## config.mk

```make
export PLATFORM = sky130hd
export DESIGN_NAME = sgce_fifo
export DESIGN_NICKNAME = d
export VERILOG_FILES = /design/src/hdl/sgce_pkg.sv /design/src/hdl/sgce_fifo.sv
export SDC_FILE = /design/constraint.sdc
export NUM_CORES = 1
export LEC_CHECK = 0
export ABC_AREA = 0
export CORE_ASPECT_RATIO = 0.6
export CORE_UTILIZATION = 30
export CTS_BUF_LIST = sky130_fd_sc_hd__clkbuf_16
export DETAILED_ROUTE_END_ITERATION = 6
export DONT_BUFFER_PORTS = 1
export GPL_TIMING_DRIVEN = 0
export SETUP_SLACK_MARGIN = 0.02
export SLEW_MARGIN = 25
export SYNTH_ARGS = -nofsm -noshare
export SYNTH_HDL_FRONTEND = slang
export SYNTH_SLANG_ARGS = --single-unit
```

## constraint.sdc

```tcl
create_clock -name clk -period 2 [get_ports clk]
set_input_delay 0.2 -clock clk [delete_from_list [all_inputs] [get_ports clk]]
set_output_delay 0.2 -clock clk [all_outputs]
set_load 0.05 [all_outputs]
```

## src/hdl/sgce_pkg.sv

```systemverilog
`timescale 1ns / 1ps
package sgce_pkg;

  localparam int POINTS_MAX = 2048;
  localparam int FOUND_MAX  = 64;
  localparam int FIFO_DEPTH = 4;

  localparam int COORD_W = 16;
  localparam int CNT_W   = $clog2(POINTS_MAX + 1);
  localparam int ADDR_W  = $clog2(POINTS_MAX);
  localparam int TOT_W   = $clog2(FOUND_MAX + 1);
  localparam int TBL_AW  = (FOUND_MAX > 1) ? $clog2(FOUND_MAX) : 1;
  localparam int SUM_W   = COORD_W + CNT_W;
  localparam int DSTEP_W = $clog2(SUM_W);
  localparam int D2_W    = 34;
  localparam int RAD_W   = 17;
  localparam int BIT_W   = $clog2(RAD_W);
  localparam int PCNT_W  = 12;

  localparam logic [1:0] REG_GAP   = 2'd0;
  localparam logic [1:0] REG_MINP  = 2'd1;
  localparam logic [1:0] REG_MAXC  = 2'd2;
  localparam logic [1:0] REG_MAXR  = 2'd3;

  typedef struct packed {
    logic signed [COORD_W-1:0] x;
    logic signed [COORD_W-1:0] y;
  } pt_t;

  typedef struct packed {
    pt_t  pt;
    logic brk;
    logic last;
  } cmd_t;

  typedef struct packed {
    logic signed [COORD_W-1:0] cx;
    logic signed [COORD_W-1:0] cy;
    logic [RAD_W-1:0]          rad;
    logic [CNT_W-1:0]          cnt;
  } clus_t;

  typedef struct packed {
    logic                      valid;
    logic signed [COORD_W-1:0] cx;
    logic signed [COORD_W-1:0] cy;
    logic [RAD_W-1:0]          rad;
    logic [PCNT_W-1:0]         cnt;
    logic                      last;
    logic                      ovf;
  } res_t;

  typedef struct packed {
    logic [15:0] gap;
    logic [11:0] minp;
    logic [6:0]  maxc;
    logic [15:0] maxr;
  } cfg_t;

  typedef enum logic [2:0] {F_IDLE, F_SQX, F_SQY, F_GAP, F_PUSH} front_st_t;

  typedef enum logic [4:0] {
    B_IDLE, B_CHK, B_SUM_RD, B_SUM_ACC, B_DIV_INIT, B_DIV, B_DIV_END,
    B_MX_RD, B_MX_SQX, B_MX_SQY, B_MX_CMP, B_SQRT, B_KEEP, B_STORE,
    B_EM_INIT, B_SEL_RD, B_SEL_CMP, B_OUT_RD, B_OUT, B_EMPTY
  } back_st_t;

endpackage

```

## src/hdl/sgce_fifo.sv

```systemverilog
`timescale 1ns / 1ps
module sgce_fifo (
  input  logic           clk,
  input  logic           rst_n,
  input  sgce_pkg::cmd_t wr_data,
  input  logic           wr_valid,
  output logic           wr_ready,
  output sgce_pkg::cmd_t rd_data,
  output logic           rd_valid,
  input  logic           rd_pop
);
  import sgce_pkg::*;

  localparam int PW = $clog2(FIFO_DEPTH);

  cmd_t            mem_r [FIFO_DEPTH];
  logic [PW-1:0]   wp_r, rp_r;
  logic [PW:0]     cnt_r;
  logic            do_wr, do_rd;

  assign wr_ready = (cnt_r != (PW + 1)'(FIFO_DEPTH));
  assign rd_valid = (cnt_r != '0);
  assign rd_data  = mem_r[rp_r];
  assign do_wr    = wr_valid && wr_ready;
  assign do_rd    = rd_pop && rd_valid;

  always_ff @(posedge clk) begin
    if (!rst_n) begin
      wp_r  <= '0;
      rp_r  <= '0;
      cnt_r <= '0;
    end else begin
      if (do_wr) wp_r <= PW'((wp_r + 1'b1) % FIFO_DEPTH);
      if (do_rd) rp_r <= PW'((rp_r + 1'b1) % FIFO_DEPTH);
      if (do_wr && !do_rd) cnt_r <= cnt_r + 1'b1;
      else if (do_rd && !do_wr) cnt_r <= cnt_r - 1'b1;
    end
  end

  always_ff @(posedge clk) begin
    if (do_wr) mem_r[wp_r] <= wr_data;
  end

endmodule

```

-- Word level (Yosys, flattened, before mapping)
Memories as Yosys holds them, arrays and structs flattened. A register that Yosys moved wholly into a read port is not among the register bits.
Cells that the tools add are included.
- add/sub/neg operators: 4
- equality and inequality tests: 1
- multiplexer cells: 6
- reductions and logical operators: 8
- operators by type and width (cell ; number):
    $mux 3 ; 2
    $add 2x1->2 const B ; 2
    $logic_and 1x1->1 ; 4
    $mux 2 ; 2
    $add 3x1->3 const B ; 1
    $ne 3x3->1 const B ; 1
    $reduce_bool 3->1 ; 1
    $sub 3x1->3 const B ; 1
    $logic_not 1->1 ; 2
    $mux 1 ; 2
    $reduce_bool 2->1 ; 1
- register bits after elaboration: 7
- bits in writable memories: 136
- input bits: 38
- output and inout bits: 36
- word-level logic and storage cells: 23
- memories: 1
- memory list (memory ; words ; bits a word ; read ports ; clocked after Yosys merged registers in ; write ports ; line ; source):
    mem_r ; 4 ; 34 ; 1 ; 1 ; 1 ; sgce_fifo.sv:16 ; cmd_t mem_r [FIFO_DEPTH];

-- Logic depth before layout (Yosys ltp)
- depth in word-level cells: 6
- gate-level depth with buffers: 8

-- Worst setup path after synthesis
OpenSTA, ideal clock, no wires.
- kind: reg-to-reg
- start point: register cnt_r[0]
- end point: register cnt_r[2]
- setup time: 76 ps
- arrival: 2057 ps
- slack: -132 ps
- stages on the path, launching flop included: 9
- path buffers: 0
- period minus slack after synthesis: 2132 ps
- cells stage by stage: dfxtp_1 nor2_1 a21boi_2 ha_1 inv_1 fa_1 xor2_1 or3_1 a21boi_0
- word-level cells in the longest chain between the ends: 5
- ends and longest elaborated chain (element ; line ; source):
    start, declared ; sgce_fifo.sv:18 ; logic [PW:0] cnt_r;
    start signal, assigned ; sgce_fifo.sv:35 ; if (do_wr && !do_rd) cnt_r <= cnt_r + 1'b1;
    start signal, assigned ; sgce_fifo.sv:36 ; else if (do_rd && !do_wr) cnt_r <= cnt_r - 1'b1;
    $ne 3x3->1 * ; sgce_fifo.sv:21 ; assign wr_ready = (cnt_r != (PW + 1)'(FIFO_DEPTH));
    $logic_and 1x1->1 * ; sgce_fifo.sv:24 ; assign do_wr = wr_valid && wr_ready;
    net do_wr ; sgce_fifo.sv:19 ; logic do_wr, do_rd;
    $logic_not 1->1 ; sgce_fifo.sv:36 ;
    $logic_and 1x1->1 ; sgce_fifo.sv:36 ;
    $reduce_bool 2->1 (no line) ; -- ;
Mark *: on every way through the listed nets, which the timed path passes. The rest lies on a longest branch. The select of a mux whose other input is x is not followed.
A chain may end at the register's enable or synchronous reset.

==> flow_metrics.env <==
export IMPL_status="finished, violations left"
export IMPL_violations="setup timing"
export IMPL_syn_to_final_growth_pct=26.33
export IMPL_ir_drop_v=0.0005158
export IMPL_fin_area_um2=6885
export IMPL_min_period_ns=2.023
export IMPL_arrival_ns=1.82
export IMPL_critPathMaxFanout=8
export IMPL_maxCapViolations=0
export IMPL_yosysSeqAreaShare_pct=78.24
export IMPL_synth_seq_cells=145
export IMPL_gp_congestion=0.6612
export IMPL_layout_setup_ws_ns=-0.02325
export IMPL_critPathCaptureType="output pin"
export IMPL_grt_pass1_wl_um=15950
export IMPL_clockBufferDepth=2
export IMPL_cts_sinks=145
export IMPL_vias_per_cell=4.507
export IMPL_place_ws_ns=-0.1764
export IMPL_syn_nets=270
export IMPL_h_tree_depth=4
export IMPL_tightest_slew_ns=0.5881
export IMPL_syn_cell_area_um2=5450
export IMPL_final_cells=537
export IMPL_overflow=0
export IMPL_hpwlAfterDp_um=5963
export IMPL_syn_inst=226
export IMPL_cts_buffers_inserted=17
export IMPL_pwr_share_comb_pct=32.1
export IMPL_leakagePower_nw=2.217
export IMPL_critPathKind="reg2out"
export IMPL_switching_share_pct=34.18
export IMPL_routed_wl_um=10400
export IMPL_switching_power_mw=3.481
export IMPL_initial_core_util_pct=31.23
export IMPL_cellInternalPower_mw=6.705
export IMPL_nNetsFinal=335
export IMPL_finalSetupTns_ns=-0.1609
export IMPL_whs_ns=0.1213
export IMPL_critPathLaunchType="flip-flop"
export IMPL_required_ns=1.80
export IMPL_fin_util_pct=39.45
export IMPL_drc=0
export IMPL_p_total_mw=10.19
export IMPL_synth_distinct_cells=24
export IMPL_antenna_cells=0
export IMPL_drv_slew=0
export IMPL_power_density_nw_per_um2=1479
export IMPL_setup_violations=10
export IMPL_fillers=1556
export IMPL_finalHoldViolations=0
export IMPL_relSlewSlack_pct=60.79
export IMPL_vias=2420
export IMPL_avgSynthCellArea_um2=24.12
export IMPL_layout_area_seq_um2=4275
export IMPL_seqPwrFrac_pct=37.6
export IMPL_clkSlewWorstSetupHoldPaths_ns=0.06
export IMPL_drtAntennaViolNets=0
export IMPL_fmax_mhz=494.3
export IMPL_cts_tree="done"
export IMPL_period_share_pct=101.2
export IMPL_dpl_instance_area_um2=5758
export IMPL_die_h_um=106.4
export IMPL_coreArea_um2=17450
export IMPL_grt_setup_unrepaired="yes"
export IMPL_ios=74
export IMPL_multi_input_area_um2=1102
export IMPL_drive_gt1_share_pct=32.01
export IMPL_wire_per_inst_um=19.37
export IMPL_dp_cells=460
export IMPL_grt_antenna_before_repair=0
export IMPL_grt_total_usage_pct=12.14
export IMPL_rows=37
export IMPL_cts_root_buf="clkbuf_16"
export IMPL_grt_max_degree=35
export IMPL_worst_clock_skew_ns=0.01025
export IMPL_hold_path_class="in2reg"
export IMPL_drtIter0Drc=111
export IMPL_insertion_delay_ns=0.40
export IMPL_grt_pass1_vias=2712
export IMPL_portBuffers=0
export IMPL_clock_power_share_pct=30.3
export IMPL_fp_dieW_um=176.0
export IMPL_drt_pass1_iterations=4
export IMPL_yosysWarnings=0
export IMPL_die_area_um2=18730
==> state kept, by name, summed over array words and instances, names as in the netlist, named ones only <==
signal  flops
cnt_r       3
wp_r        2
rp_r        2
mem_r     136
==> logic make-up after synthesis <==
logic type / Yosys count / synth area share, %
XOR/XNOR: 4 / 0.6429
multiplexers: 37 / 14.88
buffers and inverters: 12 / 1.928
AO/OA/AOI/OAI: 5 / 1.125
adder cells (fa/ha/maj): 6 / 1.515
flip-flops: 145 / 78.24
AND/OR/NAND/NOR: 17 / 1.676
==> power groups by stage <==
stage          sequential [mW]  clock [mW]  combinational, mW
3_5_place_dp              3.90           0               2.86
2_1_floorplan             3.86           0               2.49
4_1_cts                   3.84        3.16               3.38
3_3_place_gp              3.88           0               2.83
5_1_grt                   3.87        3.29               3.46
6_report                  3.83        3.08               3.27
==> Yosys cell counts <==
cell type | count | area, µm²
a21boi_0 | 1 | 7.510
a21boi_2 | 1 | 11.26
and2_1 | 8 | 50.05
buf_12 | 3 | 60.06
buf_2 | 3 | 15.01
buf_6 | 1 | 11.26
clkbuf_1 | 2 | 7.510
dfxtp_1 | 9 | 180.2
edfxtp_1 | 136 | 4084
fa_1 | 1 | 20.02
ha_1 | 5 | 62.56
inv_1 | 3 | 11.26
mux2i_1 | 3 | 30.03
mux4_1 | 4 | 105.1
mux4_2 | 30 | 675.7
nand2_1 | 5 | 18.77
nor2_1 | 1 | 3.750
nor2b_1 | 1 | 6.260
o21ai_0 | 1 | 5.000
o311ai_2 | 1 | 16.27
o31ai_4 | 1 | 21.27
or3_1 | 2 | 12.51
xnor2_1 | 3 | 26.28
xor2_1 | 1 | 8.760
==> critical path, stage by stage (launching register included) <==
cell and delay [ns]:
dfxtp_2 0.34, buf_12 0.15, buf_12 0.12, buf_12 0.12, mux4_2 0.67
==> timing repair <==
| action | CTS | global route |
|---|---|---|
| pin swaps | 3 | 3 |
| resized for setup | 18 | 2 |
| hold endpoints to repair | 136 | 0 |
| hold buffers | 34 | 0 |
| setup endpoints to repair | 170 | 25 |
| buffers inserted | 8 | 3 |
| cloned | 3 | 0 |
==> layout by cell type (no fill, tap or decap), drive strengths merged <==
| cell type | synthesis | layout |
|---|---|---|
| xnor2 | 3 | 3 |
| a21boi | 2 | 2 |
| o311ai | 1 | 1 |
| and2 | 8 | 8 |
| dfxtp | 9 | 9 |
| o21ai | 1 | 1 |
| nor2 | 1 | 1 |
| ha | 5 | 5 |
| bufinv | 0 | 2 |
| clkbuf | 2 | 18 |
| mux4 | 34 | 34 |
| mux2i | 3 | 3 |
| fa | 1 | 1 |
| or3 | 2 | 2 |
| nor2b | 1 | 1 |
| clkinvlp | 0 | 2 |
| xor2 | 1 | 1 |
| edfxtp | 136 | 136 |
| clkinv | 0 | 5 |
| buf | 7 | 20 |
| dlygate4sd3 | 0 | 34 |
| nand2 | 5 | 5 |
| inv | 3 | 8 |
| o31ai | 1 | 1 |
==> metal layers <==
metal / vias up / GRT usage [%] / routed length [µm]
met4: 0 / 4.099 / 80
met1: 1279 / 14.78 / 4548
met2: 60 / 19.68 / 5067
met5: - / 0 / 0
li1: 1074 / - / -
met3: 7 / 4.793 / 706
==> worst paths after layout <==
check / from / to / slack [ns] / cells after the start
setup / recovery: flip-flop / rd_data[25] / -0.02 / 4
hold / removal: rd_pop / flip-flop / 0.12 / 3
setup reg to reg: cnt_r[0]$_SDFFE_PN0P_ / cnt_r[2]$_SDFFE_PN0P_ / 0.08 / 7
hold reg to reg: wp_r[0]$_SDFFE_PN0P_ / wp_r[0]$_SDFFE_PN0P_ / 0.51 / 2
==> final cells by class <==
cell class | instances | area share [%]
Tap cell | 234 | 4.252
Sequential cell | 145 | 62.09
Clock buffer | 17 | 6.178
Clock inverter | 14 | 2.271
Multi-Input combinational cell | 69 | 16.01
Buffer | 8 | 1.545
Inverter | 3 | 0.1635
Timing Repair Buffer | 47 | 7.487
Note: power is estimated with default switching activity, not from simulation.
