File: src/hdl/sgce_pkg.sv
`timescale 1ns / 1ps
package sgce_pkg;

  localparam int POINTS_MAX = 2048;
  localparam int FOUND_MAX  = 64;
  localparam int FIFO_DEPTH = 4;

  localparam int COORD_W = 16;
  localparam int CNT_W   = $clog2(POINTS_MAX + 1);
  localparam int ADDR_W  = $clog2(POINTS_MAX);
  localparam int TOT_W   = $clog2(FOUND_MAX + 1);
  localparam int TBL_AW  = (FOUND_MAX > 1) ? $clog2(FOUND_MAX) : 1;
  localparam int SUM_W   = COORD_W + CNT_W;
  localparam int DSTEP_W = $clog2(SUM_W);
  localparam int D2_W    = 34;
  localparam int RAD_W   = 17;
  localparam int BIT_W   = $clog2(RAD_W);
  localparam int PCNT_W  = 12;

  localparam logic [1:0] REG_GAP   = 2'd0;
  localparam logic [1:0] REG_MINP  = 2'd1;
  localparam logic [1:0] REG_MAXC  = 2'd2;
  localparam logic [1:0] REG_MAXR  = 2'd3;

  typedef struct packed {
    logic signed [COORD_W-1:0] x;
    logic signed [COORD_W-1:0] y;
  } pt_t;

  typedef struct packed {
    pt_t  pt;
    logic brk;
    logic last;
  } cmd_t;

  typedef struct packed {
    logic signed [COORD_W-1:0] cx;
    logic signed [COORD_W-1:0] cy;
    logic [RAD_W-1:0]          rad;
    logic [CNT_W-1:0]          cnt;
  } clus_t;

  typedef struct packed {
    logic                      valid;
    logic signed [COORD_W-1:0] cx;
    logic signed [COORD_W-1:0] cy;
    logic [RAD_W-1:0]          rad;
    logic [PCNT_W-1:0]         cnt;
    logic                      last;
    logic                      ovf;
  } res_t;

  typedef struct packed {
    logic [15:0] gap;
    logic [11:0] minp;
    logic [6:0]  maxc;
    logic [15:0] maxr;
  } cfg_t;

  typedef enum logic [2:0] {F_IDLE, F_SQX, F_SQY, F_GAP, F_PUSH} front_st_t;

  typedef enum logic [4:0] {
    B_IDLE, B_CHK, B_SUM_RD, B_SUM_ACC, B_DIV_INIT, B_DIV, B_DIV_END,
    B_MX_RD, B_MX_SQX, B_MX_SQY, B_MX_CMP, B_SQRT, B_KEEP, B_STORE,
    B_EM_INIT, B_SEL_RD, B_SEL_CMP, B_OUT_RD, B_OUT, B_EMPTY
  } back_st_t;

endpackage

File: src/hdl/sgce_if.sv
`timescale 1ns / 1ps
interface sgce_in_if;
  import sgce_pkg::*;
  logic                      valid;
  logic                      ready;
  logic signed [COORD_W-1:0] x_mm;
  logic signed [COORD_W-1:0] y_mm;
  logic                      last_point;
  modport source (output valid, x_mm, y_mm, last_point, input ready);
  modport sink (input valid, x_mm, y_mm, last_point, output ready);
endinterface


File: src/hdl/sgce_front.sv
`timescale 1ns / 1ps
module sgce_front (
  input  logic          clk,
  input  logic          rst_n,
  sgce_in_if.sink       in_pt,
  input  logic [15:0]   gap_mm,
  output sgce_pkg::cmd_t push_data,
  output logic          push_valid,
  input  logic          push_ready
);
  import sgce_pkg::*;

  front_st_t st_r, st_nxt;
  logic signed [COORD_W-1:0] x_r, y_r, px_r, py_r;
  logic signed [COORD_W:0]   dx_r, dy_r;
  logic [D2_W-1:0]           sqx_r, sqy_r;
  logic [31:0]               gsq_r;
  logic                      last_r, have_r;
  logic [D2_W:0]             d2;

  always_comb begin
    st_nxt = st_r;
    case (st_r)
      F_IDLE: if (in_pt.valid) st_nxt = F_SQX;
      F_SQX:  st_nxt = F_SQY;
      F_SQY:  st_nxt = F_GAP;
      F_GAP:  st_nxt = F_PUSH;
      F_PUSH: if (push_ready) st_nxt = F_IDLE;
      default: st_nxt = F_IDLE;
    endcase
  end

  assign d2 = {1'b0, sqx_r} + {1'b0, sqy_r};

  always_comb begin
    in_pt.ready       = (st_r == F_IDLE);
    push_valid        = (st_r == F_PUSH);
    push_data.pt.x    = x_r;
    push_data.pt.y    = y_r;
    push_data.last    = last_r;
    push_data.brk     = have_r && (d2 > {{(D2_W - 31){1'b0}}, gsq_r});
  end

  always_ff @(posedge clk) begin
    if (!rst_n) begin
      st_r   <= F_IDLE;
      have_r <= 1'b0;
      px_r   <= '0;
      py_r   <= '0;
    end else begin
      st_r <= st_nxt;
      if (st_r == F_PUSH && push_ready) begin
        px_r   <= x_r;
        py_r   <= y_r;
        have_r <= !last_r;
      end
    end
  end

  always_ff @(posedge clk) begin
    case (st_r)
      F_IDLE: begin
        x_r    <= in_pt.x_mm;
        y_r    <= in_pt.y_mm;
        last_r <= in_pt.last_point;
        dx_r   <= {in_pt.x_mm[COORD_W-1], in_pt.x_mm} - {px_r[COORD_W-1], px_r};
        dy_r   <= {in_pt.y_mm[COORD_W-1], in_pt.y_mm} - {py_r[COORD_W-1], py_r};
      end
      F_SQX: sqx_r <= D2_W'(dx_r * dx_r);
      F_SQY: sqy_r <= D2_W'(dy_r * dy_r);
      F_GAP: gsq_r <= 32'(gap_mm * gap_mm);
      default: ;
    endcase
  end

endmodule

File: src/flat_wrapper.sv
// flat-port wrapper written by rule: the top's interface ports become plain ports
module sgce_front_flat import sgce_pkg::*;
  (clk, rst_n, gap_mm, push_data, push_valid, push_ready, in_pt_valid, in_pt_x_mm, in_pt_y_mm, in_pt_last_point, in_pt_ready);
  sgce_in_if in_pt_i ();
  input  logic clk;
  input  logic rst_n;
  input  logic [15:0] gap_mm;
  output sgce_pkg::cmd_t push_data;
  output logic push_valid;
  input  logic push_ready;
  input wire logic [$bits(in_pt_i.valid)-1:0] in_pt_valid;
  input wire logic [$bits(in_pt_i.x_mm)-1:0] in_pt_x_mm;
  input wire logic [$bits(in_pt_i.y_mm)-1:0] in_pt_y_mm;
  input wire logic [$bits(in_pt_i.last_point)-1:0] in_pt_last_point;
  output wire logic [$bits(in_pt_i.ready)-1:0] in_pt_ready;
  assign in_pt_i.valid = in_pt_valid;
  assign in_pt_i.x_mm = in_pt_x_mm;
  assign in_pt_i.y_mm = in_pt_y_mm;
  assign in_pt_i.last_point = in_pt_last_point;
  assign in_pt_ready = in_pt_i.ready;
  sgce_front u_core (.clk(clk), .rst_n(rst_n), .in_pt(in_pt_i), .gap_mm(gap_mm), .push_data(push_data), .push_valid(push_valid), .push_ready(push_ready));
endmodule
File: config.mk
export PLATFORM = sky130hd
export DESIGN_NAME = sgce_front_flat
export DESIGN_NICKNAME = d
export VERILOG_FILES = /design/src/hdl/sgce_pkg.sv /design/src/hdl/sgce_if.sv /design/src/hdl/sgce_front.sv /design/src/flat_wrapper.sv
export SDC_FILE = /design/constraint.sdc
export NUM_CORES = 2
export LEC_CHECK = 0
export ABC_AREA = 1
export BUFFER_PORTS_ARGS = -buffer_cell sky130_fd_sc_hd__buf_4
export CAP_MARGIN = 10
export CORE_ASPECT_RATIO = 0.7
export CORE_MARGIN = 2
export CORE_UTILIZATION = 45
export CTS_CLUSTER_SIZE = 14
export DETAILED_ROUTE_END_ITERATION = 8
export GPL_TIMING_DRIVEN = 0
export MAX_ROUTING_LAYER = met4
export PLACE_DENSITY = 0.65
export SLEW_MARGIN = 5
export SYNTH_ARGS = -nofsm -noshare
export SYNTH_HDL_FRONTEND = slang
export SYNTH_SLANG_ARGS = --single-unit
File: constraint.sdc
create_clock -name clk -period 19.3 [get_ports clk]
set_clock_uncertainty 0.2 [all_clocks]
set_input_delay 0 -clock clk [delete_from_list [all_inputs] [get_ports clk]]
set_output_delay 0 -clock clk [all_outputs]
set_load 0.03 [all_outputs]
### Yosys cells after proc, flatten, opt, wreduce, memory -nomap -nowiden

Cells that the tools add are included.

* bits in registers: 203
* bits of input ports: 53
* output and inout port bits: 36
* word-level logic and storage cells: 33

* add/sub/neg operators: 3
* $mul: 3
* magnitude comparators: 1
* equality and inequality tests: 6
* muxes and demuxes: 3
* reduce and logical (&&, ||, !) cells: 5

Operators with widths (count)
* $mul A17 B17 Y34: 2
* $add A34 B34 Y35: 1
* $gt A35 B32 Y1: 1
* $sub A16 B16 Y17: 2
* $mul A16 B16 Y32: 1
* $pmux W3 S5: 1
* $eq A3 B2 Y1 const B: 2
* $mux W3: 2
* $eq A3 B1 Y1 const B: 1
* $eq A3 B3 Y1 const B: 1
* $logic_not A3 Y1: 1
* $logic_and A1 B1 Y1: 2
* $ne A2 B1 Y1 const B: 1
* $ne A2 B2 Y1 const B: 1
* $reduce_and A2 Y1: 1
* $logic_not A1 Y1: 1

### Longest topological paths before layout

* depth after elaboration: 3
* mapped depth: 28

### Worst setup path before layout

No wires, ideal clock.

* kind: reg2reg
* start: register u_core.dx_r[2]
* end: register u_core.sqx_r[33], data pin
* setup time: 0.265 ns
* arrival: 5.574 ns
* data required time: 18.835 ns
* setup slack: 13.260 ns
* cell stages (with the launch flop): 22
* path buffers: 2
* clock period less this slack: 6.040 ns
* cells stage by stage: edfxtp_1 > clkbuf_1 > clkbuf_1 > nand2_1 > inv_1 > fa_1 > fa_1 > fa_1 > fa_1 > fa_1 > inv_1 > fa_1 > inv_1 > ha_1 > nand2_1 > nor2_1 > inv_1 > nor2_1 > inv_1 > o21ai_0 > a41oi_1 > xor2_1

* longest elaborated chain between the ends: 1

RTL lines
* start, declared: line sgce_front.sv:15 `logic signed [COORD_W:0] dx_r, dy_r;`
* start signal, assigned: line sgce_front.sv:66 `dx_r <= {in_pt.x_mm[COORD_W-1], in_pt.x_mm} - {px_r[COORD_W-1], px_r};`
* $mul A17 B17 Y34: line sgce_front.sv:69 `F_SQX: sqx_r <= D2_W'(dx_r * dx_r);`
* end signal, assigned: line sgce_front.sv:69
* end, declared: line sgce_front.sv:16 `logic [D2_W-1:0] sqx_r, sqy_r;`

No other way between the ends.
A chain may end at the register's enable or synchronous reset.

### Worst setup path after layout

* start: register u_core.dx_r[4]
* end: register u_core.sqx_r[32], data pin

Same word-level chain as after synthesis.

==> results.json <==
{
  "fin_crit_ns": 7.45,
  "synthCells": 4355,
  "clock_path_buffers": 2,
  "track_usage_pct": 22.6,
  "ys.flop_type": "edfxtp_1",
  "synth_top_area_share_pct": 36.8,
  "tightest_slew_ns": 0.815,
  "yosysTopAreaCell": "fa_1",
  "gp_congestion": 0.962,
  "hold_path.class": "in2reg",
  "critPathLaunchType": "flop",
  "slew_violations": 0,
  "vias": 27600,
  "status": "completed",
  "tns_ns": 0,
  "ys_warn_count": 0,
  "port-buffer-count": 80,
  "synth.distinct_cells": 49,
  "critPathCaptureType": "flop",
  "clk_pin_slew_worst_paths_ns": 0.08,
  "fill_cells": 7970,
  "io_pins": 89,
  "worstPathMaxFanout": 10,
  "grt_pass1_wl_um": 149000,
  "drt-initial-drc-count": 2145,
  "rsz0062_at_grt": "false",
  "fp.dieArea_um2": 86700,
  "antenna_found_initial": 0,
  "synthesis.nets": 5485,
  "routed_wl_um": 91400,
  "start_util_pct": 45.3,
  "ant_nets": 0,
  "drive_gt1_share_pct": 3.72,
  "worstPathArrival_ns": 7.47,
  "tritoncts": "built",
  "setup_viol": 0,
  "postSynthAreaPerCell_um2": 8.72,
  "grt_max_degree": 34,
  "required_ns": 19.32,
  "antennaDiodeCount": 0,
  "drc": 0,
  "wire_per_inst_um": 16.2,
  "cts_max_level": 4,
  "area_growth_pct": 8.27,
  "rows": 89,
  "synth.area.top_cells": "fa_1 37%, edfxtp_1 13%, inv_1 13%",
  "cts_sinks": 200,
  "yosys-top-cells-count": "1280 x inv_1, 776 x nand2_1, 697 x fa_1, 380 x ha_1, 202 x a21oi_1",
  "fp.coreArea_um2": 83900,
  "synth-async-reset-ratio_pct": 0,
  "nets": 5634,
  "synthesis.area_um2": 38000,
  "synth.most_common_cell": "inv_1",
  "die_y_um": 247,
  "finalCritPeriodShare_pct": 38.6,
  "clk_latency_ns": 0.48,
  "critPathKind": "reg2reg",
  "max_slew_margin_pct": 45.6,
  "ys_seq_elements": 200,
  "grt_overflow": 0,
  "viasPerCell": 4.88,
  "cap_violations": 0,
  "first_pass_iters": 5,
  "cts-buffers-inserted": 17,
  "ys_seq_area_share_pct": 14.9,
  "die_w_um": 351,
  "hold_viol": 0,
  "synth_edf_count": 164,
  "grt_pass1_vias": 27800,
  "fmax_ghz": 0.134,
  "dp_hpwl_um": 79900,
  "cts-root-buf": "clkbuf_16"
}
## timing repair
action | CTS | global route
hold endpoints to repair | 105 | 0
hold buffers | 41 | 0
setup buffers | 0 | 0
resized for setup | 0 | 0
## logic make-up (layout without fill, tap and decap cells)
| group | after synthesis | in the layout | share of synthesized area (%) |
|---|---|---|---|
| AO/OA/AOI/OAI | 418 | 418 | 6.34 |
| adder cells (fa/ha/maj) | 1077 | 1077 | 49.3 |
| XOR/XNOR | 185 | 185 | 4.27 |
| buffers and inverters | 1392 | 1554 | 13.8 |
| flip-flops | 200 | 200 | 14.9 |
| AND/OR/NAND/NOR | 1083 | 1083 | 11.5 |
## metrics by stage
stage | hold WS [ns] | instance area [um^2] | utilization, % | std cells | worst slack, ns
detailed placement | -0.0205 | 40100 | 47.8 | 5581 | 11.97
global placement | -0.0202 | 40000 | 47.7 | 5572 | 11.98
CTS | 0.0174 | 41100 | 49.0 | 5654 | 11.93
global route | 0.0548 | 41100 | 49.0 | 5654 | 11.54
floorplan | -0.101 | 38000 | - | 4355 | 13.26
finish | 0.0604 | 41100 | 49.0 | 5654 | 11.85
## metal layers
metal  vias to the layer above  share of wire [%]  GRT usage (%)
li1                      13200                  -              -
met3                        49                8.2           4.30
met1                     13500                 50           35.2
met2                       808                 41           31.3
met4                         0               0.84           2.43
met5                         -                  0              -
## worst max-delay path, cell delays in order, from the launching register on
cell	delay, ns
edfxtp_1	0.68
clkbuf_1	0.48
clkbuf_1	0.60
nand2_1	0.11
inv_1	0.09
fa_1	0.55
fa_1	0.90
fa_1	0.57
fa_1	0.51
inv_1	0.05
fa_1	0.47
inv_1	0.05
fa_1	0.43
ha_1	0.42
nand2_1	0.08
inv_1	0.10
nand2_1	0.08
nor3_1	0.26
nand3_1	0.10
or2_1	0.28
nand3_1	0.08
nand2_1	0.07
## area by class of cell
class / instances / area (um^2) / area share, %
clock buffers: 17 / 425 / 1.04
plain buffers: 111 / 420 / 1.02
repair buffers: 130 / 1130 / 2.74
clock inverters: 15 / 139 / 0.338
inverters: 1281 / 4810 / 11.7
multi-input cells: 2763 / 27100 / 66.0
flip-flops and latches: 200 / 5650 / 13.7
well taps: 1137 / 1420 / 3.46
## state kept, by name, indices dropped and copies added, names as in the netlist
register and flops:
u_core.dx_r 17, u_core.px_r 16, u_core.gsq_r 31, u_core.sqx_r 33
u_core.y_r 16, u_core.x_r 16, u_core.st_r 3, u_core.last_r 1
u_core.sqy_r 33, u_core.dy_r 17, u_core.py_r 16, u_core.have_r 1
## worst paths after layout
check | startpoint | endpoint | slack (ns) | cells past startpoint
min reg2reg | u_core.px_r[3]$_SDFFE_PN0P_ | u_core.px_r[3]$_SDFFE_PN0P_ | 0.26 | 2
min | in_pt_y_mm[13] | u_core.y_r[13]$_DFFE_PP_ | 0.06 | 2
max reg2reg | u_core.dx_r[4]$_DFFE_PP_ | u_core.sqx_r[32]$_DFFE_PP_ | 11.85 | 21
max | u_core.dx_r[4]$_DFFE_PP_ | u_core.sqx_r[32]$_DFFE_PP_ | 11.85 | 21
## placed cells by master, fill, tap and decap left out, drive strengths merged, types with 2 or more instances in the layout
| master | Yosys | final |
|---|---|---|
| o31ai | 4 | 4 |
| nor3 | 26 | 26 |
| a31oi | 8 | 8 |
| dlygate4sd3 | 0 | 41 |
| o211ai | 4 | 4 |
| o221ai | 3 | 3 |
| dfxtp | 36 | 36 |
| a21o | 20 | 20 |
| a21oi | 209 | 209 |
| o21ai | 115 | 115 |
| nand3b | 6 | 6 |
| fa | 697 | 697 |
| nor2 | 159 | 159 |
| a31o | 4 | 4 |
| nand4 | 17 | 17 |
| o21a | 6 | 6 |
| nand2 | 777 | 777 |
| ha | 380 | 380 |
| or2 | 17 | 17 |
| buf | 5 | 94 |
| nor3b | 2 | 2 |
| xnor2 | 70 | 70 |
| a21boi | 10 | 10 |
| edfxtp | 164 | 164 |
| o21bai | 27 | 27 |
| o2111ai | 2 | 2 |
| nand3 | 75 | 75 |
| a221oi | 4 | 4 |
| inv | 1281 | 1289 |
| nor4 | 2 | 2 |
| clkbuf | 106 | 123 |
| clkinv | 0 | 5 |
| xor2 | 115 | 115 |
Power is left out: the tool's default activity adds up to more than one toggle a clock period on the data nets, which glitch-free logic cannot reach.
